[src/rtl/core/bcld_pkg.sv]
// Shared types and constants of the bytecode length decoder.
package bcld_pkg;

  // Largest total length that a switch instruction may reach.
  localparam int unsigned CODE_LIMIT = 65535;

  // Opcodes that the decoder treats by name.
  localparam logic [7:0] OP_TABLESWITCH  = 8'hAA;
  localparam logic [7:0] OP_LOOKUPSWITCH = 8'hAB;

  // Result status codes.
  typedef enum logic [2:0] {
    ST_OK         = 3'd0,
    ST_UNDEF_OP   = 3'd1,
    ST_BAD_ATYPE  = 3'd2,
    ST_BAD_WIDE   = 3'd3,
    ST_TRUNCATED  = 3'd4,
    ST_BAD_BOUNDS = 3'd5
  } status_e;

  // Kind of instruction selected by an opcode byte.
  typedef enum logic [2:0] {
    KIND_UNDEF,
    KIND_FIXED,
    KIND_NEWARRAY,
    KIND_WIDE,
    KIND_TABLESWITCH,
    KIND_LOOKUPSWITCH
  } op_kind_e;

  // Decoder phase, one-hot.
  typedef enum logic [8:0] {
    PH_IDLE     = 9'b000000001,
    PH_FIXED    = 9'b000000010,
    PH_NEWARRAY = 9'b000000100,
    PH_WIDE     = 9'b000001000,
    PH_PAD      = 9'b000010000,
    PH_DEF      = 9'b000100000,
    PH_LOW      = 9'b001000000,
    PH_HIGH     = 9'b010000000,
    PH_TABLE    = 9'b100000000
  } phase_e;

  // Everything the decoder needs to know about one code byte.
  typedef struct packed {
    op_kind_e   kind;
    logic [2:0] fixed_len;   // total length of a fixed-size instruction
    logic       atype_ok;    // valid newarray element type
    logic       wide_short;  // wide load, store or ret target
    logic       wide_iinc;   // wide iinc target
  } byte_class_t;

  // Outcome of the switch length check.
  typedef struct packed {
    logic bad;    // bounds out of order, negative pair count or total too long
    logic empty;  // no table bytes follow
  } bounds_flags_t;

endpackage

[src/rtl/core/bcld_intf.sv]
// Handshake channels for code bytes and decoded instruction results.
interface bcld_code_if;
  logic       valid;
  logic       ready;
  logic [7:0] code_byte;
  logic       stream_end;

  modport source (output valid, output code_byte, output stream_end, input ready);
  modport sink (input valid, input code_byte, input stream_end, output ready);
endinterface

interface bcld_result_if;
  logic        valid;
  logic        ready;
  logic [15:0] instr_offset;
  logic [7:0]  opcode;
  logic [15:0] instr_length;
  logic [2:0]  status;

  modport source (
    output valid, output instr_offset, output opcode, output instr_length,
    output status, input ready
  );
  modport sink (
    input valid, input instr_offset, input opcode, input instr_length,
    input status, output ready
  );
endinterface

[src/rtl/core/bcld_opdec.sv]
// Classifies one code byte as opcode, newarray type or wide target.
module bcld_opdec (
  input  logic [7:0]           byte_i,
  output bcld_pkg::byte_class_t class_o
);
  import bcld_pkg::*;

  // Opcode table following the JVM numbering, plus operand checks for newarray and wide.
  always_comb begin
    class_o.kind       = KIND_FIXED;
    class_o.fixed_len  = 3'd1;
    class_o.atype_ok   = (byte_i inside {[8'd4:8'd11]});
    class_o.wide_short = (byte_i inside {[8'h15:8'h19], [8'h36:8'h3A], 8'hA9});
    class_o.wide_iinc  = (byte_i == 8'h84);
    case (byte_i) inside
      [8'h00:8'h0F]: class_o.fixed_len = 3'd1;
      8'h10:         class_o.fixed_len = 3'd2;
      8'h11:         class_o.fixed_len = 3'd3;
      8'h12:         class_o.fixed_len = 3'd2;
      [8'h13:8'h14]: class_o.fixed_len = 3'd3;
      [8'h15:8'h19]: class_o.fixed_len = 3'd2;
      [8'h1A:8'h35]: class_o.fixed_len = 3'd1;
      [8'h36:8'h3A]: class_o.fixed_len = 3'd2;
      [8'h3B:8'h83]: class_o.fixed_len = 3'd1;
      8'h84:         class_o.fixed_len = 3'd3;
      [8'h85:8'h98]: class_o.fixed_len = 3'd1;
      [8'h99:8'hA8]: class_o.fixed_len = 3'd3;
      8'hA9:         class_o.fixed_len = 3'd2;
      8'hAA:         class_o.kind = KIND_TABLESWITCH;
      8'hAB:         class_o.kind = KIND_LOOKUPSWITCH;
      [8'hAC:8'hB1]: class_o.fixed_len = 3'd1;
      [8'hB2:8'hB8]: class_o.fixed_len = 3'd3;
      8'hB9:         class_o.fixed_len = 3'd5;
      8'hBA:         class_o.fixed_len = 3'd1;
      8'hBB:         class_o.fixed_len = 3'd3;
      8'hBC:         class_o.kind = KIND_NEWARRAY;
      8'hBD:         class_o.fixed_len = 3'd3;
      [8'hBE:8'hBF]: class_o.fixed_len = 3'd1;
      [8'hC0:8'hC1]: class_o.fixed_len = 3'd3;
      [8'hC2:8'hC3]: class_o.fixed_len = 3'd1;
      8'hC4:         class_o.kind = KIND_WIDE;
      8'hC5:         class_o.fixed_len = 3'd4;
      [8'hC6:8'hC7]: class_o.fixed_len = 3'd3;
      [8'hC8:8'hC9]: class_o.fixed_len = 3'd5;
      8'hCA:         class_o.fixed_len = 3'd1;
      [8'hFE:8'hFF]: class_o.fixed_len = 3'd1;
      default:       class_o.kind = KIND_UNDEF;
    endcase
  end

endmodule

[src/rtl/core/bcld_bounds.sv]
// Checks switch bounds and works out the number of table bytes.
module bcld_bounds #(
  parameter int unsigned CodeLimit = bcld_pkg::CODE_LIMIT,
  localparam int unsigned LenW     = $clog2(CodeLimit + 1)
) (
  input  logic                    is_table_i,
  input  logic [31:0]             low_i,
  input  logic [31:0]             high_i,
  input  logic [LenW-1:0]         len_i,
  output bcld_pkg::bounds_flags_t flags_o,
  output logic [LenW-1:0]         bytes_o
);
  import bcld_pkg::*;

  localparam int unsigned SumW = LenW + 4;

  logic [32:0]     diff;
  logic            tbl_neg;
  logic            tbl_big;
  logic [SumW-1:0] tbl_bytes;
  logic            lk_neg;
  logic            lk_big;
  logic [SumW-1:0] lk_bytes;
  logic [SumW-1:0] bytes;
  logic [SumW-1:0] total;

  // Tableswitch: four bytes for each entry from low to high.
  always_comb begin
    diff      = {high_i[31], high_i} - {low_i[31], low_i};
    tbl_neg   = diff[32];
    tbl_big   = |diff[31:LenW];
    tbl_bytes = SumW'({diff[LenW-1:0], 2'b00}) + SumW'(4);
  end

  // Lookupswitch: eight bytes for each pair.
  always_comb begin
    lk_neg   = high_i[31];
    lk_big   = |high_i[30:LenW];
    lk_bytes = SumW'({high_i[LenW-1:0], 3'b000});
  end

  // Total length against the code limit.
  always_comb begin
    bytes         = is_table_i ? tbl_bytes : lk_bytes;
    total         = bytes + SumW'(len_i);
    flags_o.bad   = (is_table_i ? (tbl_neg || tbl_big) : (lk_neg || lk_big)) ||
                    (total > SumW'(CodeLimit));
    flags_o.empty = !is_table_i && (high_i == 32'd0);
    bytes_o       = bytes[LenW-1:0];
  end

endmodule

[src/rtl/core/bytecode_length_decoder_top.sv]
// Top level of the bytecode length decoder: input stage, decode state, result register.
// Code words are held in the input stage, finished results in the result register.
// Throughput: one code word per cycle unless the sink stalls; the input stage and the
// result register each hold one word, so one more word is taken while a result waits.
// Reset clears the pipeline, the start offset to zero and the decoder to wait for an opcode.
module bytecode_length_decoder_top #(
  parameter int unsigned CodeLimit = bcld_pkg::CODE_LIMIT
) (
  input  logic                 clk_i,
  input  logic                 rst_ni,
  input  logic                 start_offset_we_i,
  input  logic [15:0]          start_offset_i,
  bcld_code_if.sink            code_i,
  bcld_result_if.source        result_o
);
  import bcld_pkg::*;

  localparam int unsigned LenW = $clog2(CodeLimit + 1);

  // Input stage.
  logic       in_valid_q;
  logic [7:0] in_byte_q;
  logic       in_end_q;
  logic       step;

  // Decoder state.
  logic [15:0]     start_off_q;
  logic [15:0]     run_off_q, run_off_d;
  logic [15:0]     instr_start_q, instr_start_d;
  logic [7:0]      cur_op_q, cur_op_d;
  phase_e          phase_q, phase_d;
  logic [2:0]      cnt_q, cnt_d;
  logic [31:0]     word_q, word_d;
  logic [31:0]     low_q, low_d;
  logic [LenW-1:0] tbl_q, tbl_d;
  logic [LenW-1:0] len_q, len_d;
  logic            err_q, err_d;

  // Result register.
  logic            out_valid_q;
  logic [15:0]     out_off_q, out_off_d;
  logic [7:0]      out_op_q, out_op_d;
  logic [15:0]     out_len_q, out_len_d;
  status_e         out_st_q, out_st_d;
  logic            emit;

  byte_class_t     bclass;
  bounds_flags_t   bflags;
  logic [LenW-1:0] bbytes;
  logic [LenW-1:0] len_inc;
  logic [31:0]     word_shift;

  // A word advances when the result register is free or drains this cycle.
  assign step         = in_valid_q && (!out_valid_q || result_o.ready);
  assign code_i.ready = !in_valid_q || step;

  assign len_inc    = len_q + LenW'(1);
  assign word_shift = {word_q[23:0], in_byte_q};

  bcld_opdec u_opdec (
    .byte_i  (in_byte_q),
    .class_o (bclass)
  );

  bcld_bounds #(
    .CodeLimit (CodeLimit)
  ) u_bounds (
    .is_table_i (cur_op_q == OP_TABLESWITCH),
    .low_i      (low_q),
    .high_i     (word_shift),
    .len_i      (len_inc),
    .flags_o    (bflags),
    .bytes_o    (bbytes)
  );

  // Next state and result for the word in the input stage.
  always_comb begin
    run_off_d     = run_off_q;
    instr_start_d = instr_start_q;
    cur_op_d      = cur_op_q;
    phase_d       = phase_q;
    cnt_d         = cnt_q;
    word_d        = word_q;
    low_d         = low_q;
    tbl_d         = tbl_q;
    len_d         = len_q;
    err_d         = err_q;
    emit          = 1'b0;
    out_off_d     = instr_start_q;
    out_op_d      = cur_op_q;
    out_len_d     = 16'd0;
    out_st_d      = ST_OK;

    if (in_end_q) begin
      // End of stream reports a partial instruction and restarts.
      if (!err_q && (phase_q != PH_IDLE)) begin
        emit     = 1'b1;
        out_st_d = ST_TRUNCATED;
      end
      run_off_d = start_off_q;
      phase_d   = PH_IDLE;
      err_d     = 1'b0;
    end else begin
      run_off_d = run_off_q + 16'd1;
      if (!err_q) begin
        len_d = len_inc;
        case (phase_q)
          PH_IDLE: begin
            instr_start_d = run_off_q;
            cur_op_d      = in_byte_q;
            len_d         = LenW'(1);
            out_off_d     = run_off_q;
            out_op_d      = in_byte_q;
            case (bclass.kind)
              KIND_UNDEF: begin
                emit     = 1'b1;
                out_st_d = ST_UNDEF_OP;
              end
              KIND_FIXED: begin
                if (bclass.fixed_len == 3'd1) begin
                  emit      = 1'b1;
                  out_len_d = 16'd1;
                end else begin
                  cnt_d   = bclass.fixed_len - 3'd1;
                  phase_d = PH_FIXED;
                end
              end
              KIND_NEWARRAY: phase_d = PH_NEWARRAY;
              KIND_WIDE:     phase_d = PH_WIDE;
              default: begin
                // Switches pad to a four-byte boundary after the opcode.
                word_d = 32'd0;
                if (run_off_q[1:0] != 2'b11) begin
                  cnt_d   = {1'b0, ~run_off_q[1:0]};
                  phase_d = PH_PAD;
                end else begin
                  cnt_d   = 3'd4;
                  phase_d = PH_DEF;
                end
              end
            endcase
          end
          PH_FIXED: begin
            cnt_d = cnt_q - 3'd1;
            if (cnt_q == 3'd1) begin
              emit      = 1'b1;
              out_len_d = 16'(len_inc);
            end
          end
          PH_NEWARRAY: begin
            emit = 1'b1;
            if (bclass.atype_ok) begin
              out_len_d = 16'(len_inc);
            end else begin
              out_st_d = ST_BAD_ATYPE;
            end
          end
          PH_WIDE: begin
            phase_d = PH_FIXED;
            if (bclass.wide_short) begin
              cnt_d = 3'd2;
            end else if (bclass.wide_iinc) begin
              cnt_d = 3'd4;
            end else begin
              emit     = 1'b1;
              out_st_d = ST_BAD_WIDE;
            end
          end
          PH_PAD: begin
            cnt_d = cnt_q - 3'd1;
            if (cnt_q == 3'd1) begin
              cnt_d   = 3'd4;
              phase_d = PH_DEF;
            end
          end
          PH_DEF, PH_LOW, PH_HIGH: begin
            // Gather a big-endian word, then act on it.
            word_d = word_shift;
            cnt_d  = cnt_q - 3'd1;
            if (cnt_q == 3'd1) begin
              cnt_d = 3'd4;
              if (phase_q == PH_DEF) begin
                word_d  = 32'd0;
                phase_d = (cur_op_q == OP_TABLESWITCH) ? PH_LOW : PH_HIGH;
              end else if (phase_q == PH_LOW) begin
                low_d   = word_shift;
                word_d  = 32'd0;
                phase_d = PH_HIGH;
              end else begin
                cnt_d = 3'd0;
                if (bflags.bad) begin
                  emit     = 1'b1;
                  out_st_d = ST_BAD_BOUNDS;
                end else if (bflags.empty) begin
                  emit      = 1'b1;
                  out_len_d = 16'(len_inc);
                end else begin
                  tbl_d   = bbytes;
                  phase_d = PH_TABLE;
                end
              end
            end
          end
          PH_TABLE: begin
            tbl_d = tbl_q - LenW'(1);
            if (tbl_q == LenW'(1)) begin
              emit      = 1'b1;
              out_len_d = 16'(len_inc);
            end
          end
          default: phase_d = PH_IDLE;
        endcase
        if (emit) begin
          phase_d = PH_IDLE;
          if (out_st_d != ST_OK) begin
            err_d = 1'b1;
          end
        end
      end
    end
  end

  // Input stage control.
  always_ff @(posedge clk_i or negedge rst_ni) begin
    if (!rst_ni) begin
      in_valid_q <= 1'b0;
    end else if (code_i.ready) begin
      in_valid_q <= code_i.valid;
    end
  end

  // Input stage payload.
  always_ff @(posedge clk_i) begin
    if (code_i.valid && code_i.ready) begin
      in_byte_q <= code_i.code_byte;
      in_end_q  <= code_i.stream_end;
    end
  end

  // Decoder control state; a start offset write restarts the decoder.
  always_ff @(posedge clk_i or negedge rst_ni) begin
    if (!rst_ni) begin
      start_off_q <= 16'd0;
      run_off_q   <= 16'd0;
      phase_q     <= PH_IDLE;
      err_q       <= 1'b0;
    end else if (start_offset_we_i) begin
      start_off_q <= start_offset_i;
      run_off_q   <= start_offset_i;
      phase_q     <= PH_IDLE;
      err_q       <= 1'b0;
    end else if (step) begin
      run_off_q <= run_off_d;
      phase_q   <= phase_d;
      err_q     <= err_d;
    end
  end

  // Decoder working registers.
  always_ff @(posedge clk_i) begin
    if (step) begin
      instr_start_q <= instr_start_d;
      cur_op_q      <= cur_op_d;
      cnt_q         <= cnt_d;
      word_q        <= word_d;
      low_q         <= low_d;
      tbl_q         <= tbl_d;
      len_q         <= len_d;
    end
  end

  // Result register control.
  always_ff @(posedge clk_i or negedge rst_ni) begin
    if (!rst_ni) begin
      out_valid_q <= 1'b0;
    end else if (step) begin
      out_valid_q <= emit;
    end else if (result_o.ready) begin
      out_valid_q <= 1'b0;
    end
  end

  // Result register payload.
  always_ff @(posedge clk_i) begin
    if (step && emit) begin
      out_off_q <= out_off_d;
      out_op_q  <= out_op_d;
      out_len_q <= out_len_d;
      out_st_q  <= out_st_d;
    end
  end

  assign result_o.valid        = out_valid_q;
  assign result_o.instr_offset = out_off_q;
  assign result_o.opcode       = out_op_q;
  assign result_o.instr_length = out_len_q;
  assign result_o.status       = out_st_q;

endmodule

[src/flat_wrapper.sv]
// flat-port wrapper written by rule: the top's interface ports become plain ports
module bytecode_length_decoder_top_flat import bcld_pkg::*;
#(
  parameter int unsigned CodeLimit = bcld_pkg::CODE_LIMIT
)
  (clk_i, rst_ni, start_offset_we_i, start_offset_i, code_i_valid, code_i_code_byte, code_i_stream_end, code_i_ready, result_o_valid, result_o_instr_offset, result_o_opcode, result_o_instr_length, result_o_status, result_o_ready);
  bcld_code_if code_i_i ();
  bcld_result_if result_o_i ();
  input  logic clk_i;
  input  logic rst_ni;
  input  logic start_offset_we_i;
  input  logic [15:0] start_offset_i;
  input wire logic [$bits(code_i_i.valid)-1:0] code_i_valid;
  input wire logic [$bits(code_i_i.code_byte)-1:0] code_i_code_byte;
  input wire logic [$bits(code_i_i.stream_end)-1:0] code_i_stream_end;
  output wire logic [$bits(code_i_i.ready)-1:0] code_i_ready;
  output wire logic [$bits(result_o_i.valid)-1:0] result_o_valid;
  output wire logic [$bits(result_o_i.instr_offset)-1:0] result_o_instr_offset;
  output wire logic [$bits(result_o_i.opcode)-1:0] result_o_opcode;
  output wire logic [$bits(result_o_i.instr_length)-1:0] result_o_instr_length;
  output wire logic [$bits(result_o_i.status)-1:0] result_o_status;
  input wire logic [$bits(result_o_i.ready)-1:0] result_o_ready;
  assign code_i_i.valid = code_i_valid;
  assign code_i_i.code_byte = code_i_code_byte;
  assign code_i_i.stream_end = code_i_stream_end;
  assign code_i_ready = code_i_i.ready;
  assign result_o_valid = result_o_i.valid;
  assign result_o_instr_offset = result_o_i.instr_offset;
  assign result_o_opcode = result_o_i.opcode;
  assign result_o_instr_length = result_o_i.instr_length;
  assign result_o_status = result_o_i.status;
  assign result_o_i.ready = result_o_ready;
  bytecode_length_decoder_top #(.CodeLimit(CodeLimit)) u_core (.clk_i(clk_i), .rst_ni(rst_ni), .start_offset_we_i(start_offset_we_i), .start_offset_i(start_offset_i), .code_i(code_i_i), .result_o(result_o_i));
endmodule
[config.mk]
export PLATFORM = sky130hd
export DESIGN_NAME = bytecode_length_decoder_top_flat
export DESIGN_NICKNAME = d
export VERILOG_FILES = /design/src/rtl/core/bcld_pkg.sv /design/src/rtl/core/bcld_intf.sv /design/src/rtl/core/bcld_opdec.sv /design/src/rtl/core/bcld_bounds.sv /design/src/rtl/core/bytecode_length_decoder_top.sv /design/src/flat_wrapper.sv
export SDC_FILE = /design/constraint.sdc
export NUM_CORES = 1
export LEC_CHECK = 0
export ABC_AREA = 1
export BUFFER_PORTS_ARGS = -buffer_cell sky130_fd_sc_hd__buf_2
export CORE_ASPECT_RATIO = 0.9
export CORE_MARGIN = 1
export CORE_UTILIZATION = 61
export CTS_BUF_LIST = sky130_fd_sc_hd__clkbuf_4
export DETAILED_ROUTE_END_ITERATION = 16
export PLACE_DENSITY = 0.86
export SETUP_SLACK_MARGIN = 0.1
export SKIP_CTS_REPAIR_TIMING = 1
export SLEW_MARGIN = 20
export SYNTH_ARGS = -nofsm -noshare
export SYNTH_HDL_FRONTEND = slang
export SYNTH_SLANG_ARGS = --single-unit
export TNS_END_PERCENT = 1
[constraint.sdc]
create_clock -name clk_i -period 12.15 [get_ports clk_i]
set_input_delay 1.215 -clock clk_i [delete_from_list [all_inputs] [get_ports clk_i]]
set_output_delay 1.215 -clock clk_i [all_outputs]
set_load 0.01 [all_outputs]
## After elaboration in Yosys (flattened, before gate mapping)

Cells that the tools add are included.

- Add/sub/neg operators: 8
- Order comparisons: 35
- Equal/unequal tests: 50
- Mux-type cells: 158
- Bitwise operators: 4
- Reduce and logical (&&, ||, !) cells: 53

Operators with widths:

| cell | number |
|---|---|
| two-way mux 16 bit | 20 |
| two-way mux 3 bit | 62 |
| two-way mux 9 bit | 12 |
| == test 8 bit (second input constant) | 13 |
| two-way mux 24 bit | 4 |
| <= comparator 8 bit (second input constant) | 11 |
| greater-or-equal comparator 8 bit (second input constant) | 10 |
| case mux 16 bit (5 select lines) | 1 |
| case mux 24 bit (2 select lines) | 1 |
| case mux 9 bit (5 select lines) | 1 |
| case mux 9 bit (4 select lines) | 1 |
| subtractor 32 x 32 -> 33 bit | 1 |
| adder 16 x 1 -> 16 bit (second input constant) | 2 |
| logical NOT 32 bit | 1 |
| two-way mux 8 bit | 4 |
| case mux 16 bit (2 select lines) | 1 |
| two-way mux 1 bit | 31 |
| two-way mux 2 bit | 13 |
| == test 8 x 5 -> 1 bit (second input constant) | 3 |
| greater-or-equal comparator 8 x 5 -> 1 bit (second input constant) | 3 |
| logical AND 1 bit | 22 |
| adder 19 x 16 -> 20 bit | 1 |
| > comparator 20 x 16 -> 1 bit (second input constant) | 1 |
| adder 18 x 3 -> 19 bit (second input constant) | 1 |
| 55 further kinds | 88 |

- Register bits after elaboration: 211
- Input port bits: 30
- Output and inout bits: 45
- Word-level logic and storage cells: 327

## Depth between registers and ports, before layout

- Word-level depth: 45
- Mapped depth: 36

## Hierarchy

Synthesis repeated with hierarchy kept, for this count alone.

- Cells, all modules: 1839
- Area, all modules: 14108.5 um^2

By module, submodules not included:

| module | times used | cells each | area an instance (um^2) |
|---|---|---|---|
| bytecode_length_decoder_top | 1 | 920 | 9648.0 |
| bcld_bounds | 1 | 789 | 3866.2 |
| bcld_opdec | 1 | 130 | 594.3 |

## Worst setup path after synthesis

OpenSTA, ideal clock, no wires.

- Path kind: register to register
- From: reg u_core.in_byte_q[0]
- To: reg u_core.out_len_q[0] (netlist: u_core.result_o.instr_length[0]) (enable)
- Arrival time: 5618 ps
- Path slack: 6089 ps
- Stages on the path, launching flop included: 32
- Buffers on the path: 0
- Period minus slack after synthesis: 6061 ps
- Cell sequence: edfxtp_1 inv_1 ha_1 inv_1 fa_1 ha_1 inv_1 nor2_2 nand3_1 nor2_2 nand3_2 nor2_4 nand2_1 a21oi_1 a21oi_1 ha_1 nand2_1 nor2_1 nand4_1 o21ai_0 nand3_1 nand2_1 nand2_1 nand3_1 nand4_2 nand2_2 nor2_4 nand3_4 nand2_2 nand2_1 a21oi_1 nor2_1

- Longest elaborated chain between the ends: 41
- Elaborated cells on any way between the ends: 153

RTL lines:

| element | RTL line | text |
|---|---|---|
| start, declared | bytecode_length_decoder_top.sv:22 | `logic [7:0] in_byte_q;` |
| start signal, assigned | bytecode_length_decoder_top.sv:235 | `in_byte_q <= code_i.code_byte;` |
| greater-or-equal comparator 8 bit (no source line) or <= comparator 8 bit (tied branches) | -- |  |
| logical AND 1 bit (no source line) | -- |  |
| two-way mux 1 bit (5 in series) | bcld_opdec.sv:15 | `case (byte_i) inside` |
| two-way mux 2 bit (11 in series) | bcld_opdec.sv:15 |  |
| two-way mux 3 bit (15 in series) | bcld_opdec.sv:15 |  |
| == test 3 x 1 -> 1 bit or logical NOT 3 bit (tied branches) | bytecode_length_decoder_top.sv:114 | `case (bclass.kind)` |
| case mux 1 bit (2 select lines) | bytecode_length_decoder_top.sv:114 |  |
| case mux 1 bit (6 select lines) * | bytecode_length_decoder_top.sv:107 | `case (phase_q)` |
| two-way mux 1 bit * | bytecode_length_decoder_top.sv:105 | `if (!err_q) begin` |
| two-way mux 1 bit * | bytecode_length_decoder_top.sv:94 | `if (in_end_q) begin` |
| two-way mux 1 bit * | bytecode_length_decoder_top.sv:105 |  |
| two-way mux 1 bit * | bytecode_length_decoder_top.sv:94 |  |
| logical AND 1 bit * | bytecode_length_decoder_top.sv:285 | `if (step && emit) begin` |
| end signal, assigned | bytecode_length_decoder_top.sv:288 | `out_len_q <= out_len_d;` |
| end, declared | bytecode_length_decoder_top.sv:43 | `logic [15:0] out_len_q, out_len_d;` |

Every way passes the cells marked *; elsewhere a longest branch is shown, timed or not. The select of a mux whose other input is x is not followed.
A chain may end at the register's enable or synchronous reset.

## Worst setup path after layout

- From: reg u_core.in_byte_q[0]
- To: reg u_core.out_len_q[11] (netlist: u_core.result_o.instr_length[11]) (enable)

Same word-level chain as after synthesis.

==> flow_summary.json <==
{
  "drv_slew": 0,
  "ir_worst_vdd_mv": 0.112,
  "vias": 12300,
  "cp.arrival_ps": 6090,
  "path_buf_inv": 5,
  "power_density_nw_per_um2": 141,
  "drt_iter0_drc": 1283,
  "worst_slack_ps": 6380,
  "whs_ps": 418,
  "reg2reg_slack_ps": 6380,
  "finalPower_w": 0.00209,
  "dpl.hpwl_um": 26100,
  "drv_cap": 0,
  "grt_max_degree": 50,
  "clk-insertion-delay-late_ps": 690,
  "ys.flop_type": "edfxtp_1",
  "cp.depth": 30,
  "path_clk_slew_ps": 80,
  "rsz0062_at_grt": "no",
  "crit_type": "reg2reg",
  "die_x_um": 158,
  "grt_pass1_wl_um": 56700,
  "routed_wl_um": 35300,
  "cp_common_cell": "inv_1",
  "instances_no_fill": 2112,
  "htree_num_levels": 2,
  "path_delay_family": "simple AND/OR/NAND/NOR gates",
  "layout-drive-gt1-share_pct": 13.4,
  "crit_start": "u_core.in_byte_q[0]$_DFFE_PP_",
  "hold_path_class": "in2async",
  "crit_path_end_kind": "flip-flop",
  "netlist_area_um2": 13400,
  "p_leak_nw": 6.88,
  "initial_core_util_pct": 62.1,
  "dpl.cell_count": 2016,
  "synth.avg_cell_area_um2": 8.06,
  "timing.rr.start": "u_core.in_byte_q[0]$_DFFE_PP_",
  "fin_crit_ps": 5770,
  "finalSetupViolations": 0,
  "cts_tree": "built",
  "cts_root_buf": "clkbuf_4",
  "post-route-period-util_pct": 47.5,
  "skew_ps": 42.3,
  "synthArstFlopShare_pct": 20.9,
  "antenna_found_initial": 1,
  "synth-seq-cells": 211,
  "grt_pass1_vias": 11600,
  "cp.required_ps": 12470,
  "slew_headroom_pct": 35.0,
  "port_buffers": 74,
  "max_freq_mhz": 173,
  "cts.sinks": 211,
  "rows": 51,
  "fin_nets": 1871,
  "slowest_stage": "fa_1",
  "antenna_left": 0,
  "dieArea_um2": 22600,
  "grt_overflow": 0,
  "crit_path_start_kind": "flip-flop",
  "die_h_um": 143,
  "first_pass_iters": 6,
  "clock_path_buffers": 3,
  "gp_congestion": 1.00,
  "cpPeakStageDelay_ps": 510,
  "drc": 0,
  "worstPathMaxFanout": 28,
  "finalSetupTns_ps": 0,
  "synthCells": 1667,
  "yosys_warnings": 0,
  "track_usage_pct": 32.3,
  "core_area_um2": 21600,
  "via_per_inst": 5.80,
  "pre_cts_slack_ps": 6500,
  "seq_area_frac_synth_pct": 45.5,
  "synth.distinct_cells": 52,
  "synth_edf_count": 167,
  "crit_path_end": "u_core.result_o.instr_length[11]$_SDFFCE_PP0P_",
  "worstMarginPinSlew_ps": 971,
  "reg2reg_to": "u_core.result_o.instr_length[11]$_SDFFCE_PP0P_",
  "io_pins": 75,
  "finalHoldViolCount": 0,
  "synth_nets": 1755,
  "cts_made_buffers": 55,
  "area_growth_pct": 10.5,
  "status": "complete, no violations",
  "routedWlPerCell_um": 16.7,
  "reg2reg_depth": 30
}
## final cells by class
| type | count | area (um^2) |
|---|---|---|
| repair buffers | 87 | 480 |
| diodes | 1 | 2.50 |
| fillers | 1728 | 6780 |
| flip-flops and latches | 211 | 6120 |
| clock inverters | 16 | 70.1 |
| well taps | 291 | 364 |
| multi-input cells | 1146 | 6170 |
| clock buffers | 78 | 586 |
| inverters | 282 | 1060 |
## layout by cell type (no fill, tap or decap), types with 3 or more instances in the layout
master and count:
o21ai_0 109, nor2_4 5, buf_4 12, nand4_2 3
nor2_1 198, or4_1 3, clkbuf_4 78, a21boi_0 6
xor2_1 26, nand2_1 332, o211ai_1 11, o21bai_1 4
nand2_2 21, a31oi_1 18, a21oi_1 87, nor3_2 4
inv_1 274, mux2_2 4, o2111ai_1 5, a21oi_2 3
nand3_4 3, nand3b_1 9, a21o_1 3, xnor2_1 14
ha_1 56, clkinv_2 5, edfxtp_1 167, nand3_1 86
clkinv_1 10, nor4_1 7, inv_2 8, nand3_2 5
nand4_1 41, nor2_2 9, dfrtp_1 43, buf_2 74
o221ai_1 3, nor3_1 47
## per-layer routing
layer	part of all wire, %	global-route usage [%]	vias to the layer above	routed length [um]
met5	0	0	-	0
met4	3.5	13.8	0	1230
met3	9.6	7.74	106	3380
met2	44	48.3	606	15400
met1	43	44.7	5691	15300
li1	-	-	5855	-
## per-stage QoR
step / area (um^2) / utilization (%)
after floorplan: 13400 / -
after global placement: 14200 / 65.5
after detailed placement: 14200 / 65.5
after CTS: 14800 / 68.5
after global routing: 14900 / 68.7
final: 14900 / 68.7
## worst reg2reg max path: cells and delay by family (launching register included)
family | cells | cell delay, ps
AND/OR/NAND/NOR | 16 | 2080
adder cells (fa/ha/maj) | 4 | 1170
AO/OA/AOI/OAI | 5 | 730
flip-flops | 1 | 500
buffers and inverters | 5 | 910
## how the worst min path moves through the flow
stage / to
floorplan: u_core.start_off_q[14]$_DFFE_PN0P_
global placement: u_core.start_off_q[14]$_DFFE_PN0P_
detailed placement: u_core.start_off_q[14]$_DFFE_PN0P_
CTS: u_core.start_off_q[7]$_DFFE_PN0P_
global route: u_core.phase_q[3]$_DFFE_PN0P_
finish: u_core.phase_q[3]$_DFFE_PN0P_
## logic make-up (layout without fill, tap and decap cells)
kind of cell | Yosys count | after routing | share of synthesized area, %
xor+xnor | 40 | 40 | 2.61
mux | 4 | 4 | 0.335
simple gates | 779 | 779 | 26.1
other cells | 0 | 1 | 0
compound gates | 265 | 265 | 11.2
flops | 211 | 211 | 45.5
buf+inv | 310 | 463 | 8.69
fa+ha+maj | 58 | 58 | 5.51
## registers in the layout, summed over array words and instances (netlist names), 3 cells and up
signal	count
u_core.cur_op_q	8
u_core.result_o.instr_offset	16
u_core.instr_start_q	16
u_core.result_o.instr_length	16
u_core.len_q	16
u_core.run_off_q	16
u_core.result_o.opcode	8
u_core.phase_q	9
u_core.tbl_q	16
u_core.word_q	24
u_core.result_o.status	3
u_core.low_q	32
u_core.cnt_q	3
u_core.start_off_q	16
u_core.in_byte_q	8
## synthesized netlist by cell type (11+ instances only)
cell type / count / share of area [%]
clkbuf_1: 25 / 0.70
edfxtp_1: 167 / 37
dfrtp_1: 43 / 8.0
inv_1: 274 / 7.7
nand3_1: 86 / 3.2
nand2_1: 332 / 9.3
nor3_1: 48 / 1.8
o21ai_0: 109 / 4.1
a31oi_1: 18 / 0.84
o211ai_1: 11 / 0.61
nand4_1: 41 / 1.9
nand2_2: 21 / 0.98
ha_1: 56 / 5.2
xnor2_1: 14 / 0.91
nor2_1: 199 / 5.6
xor2_1: 26 / 1.7
a21oi_1: 87 / 3.2
## where the power goes
| group | switching, W | internal [W] |
|---|---|---|
| Clock | 0.000297 | 0.000294 |
| Sequential | 0.0000579 | 0.000924 |
| Combinational | 0.000358 | 0.000158 |
(Power assumes the default switching activity.)
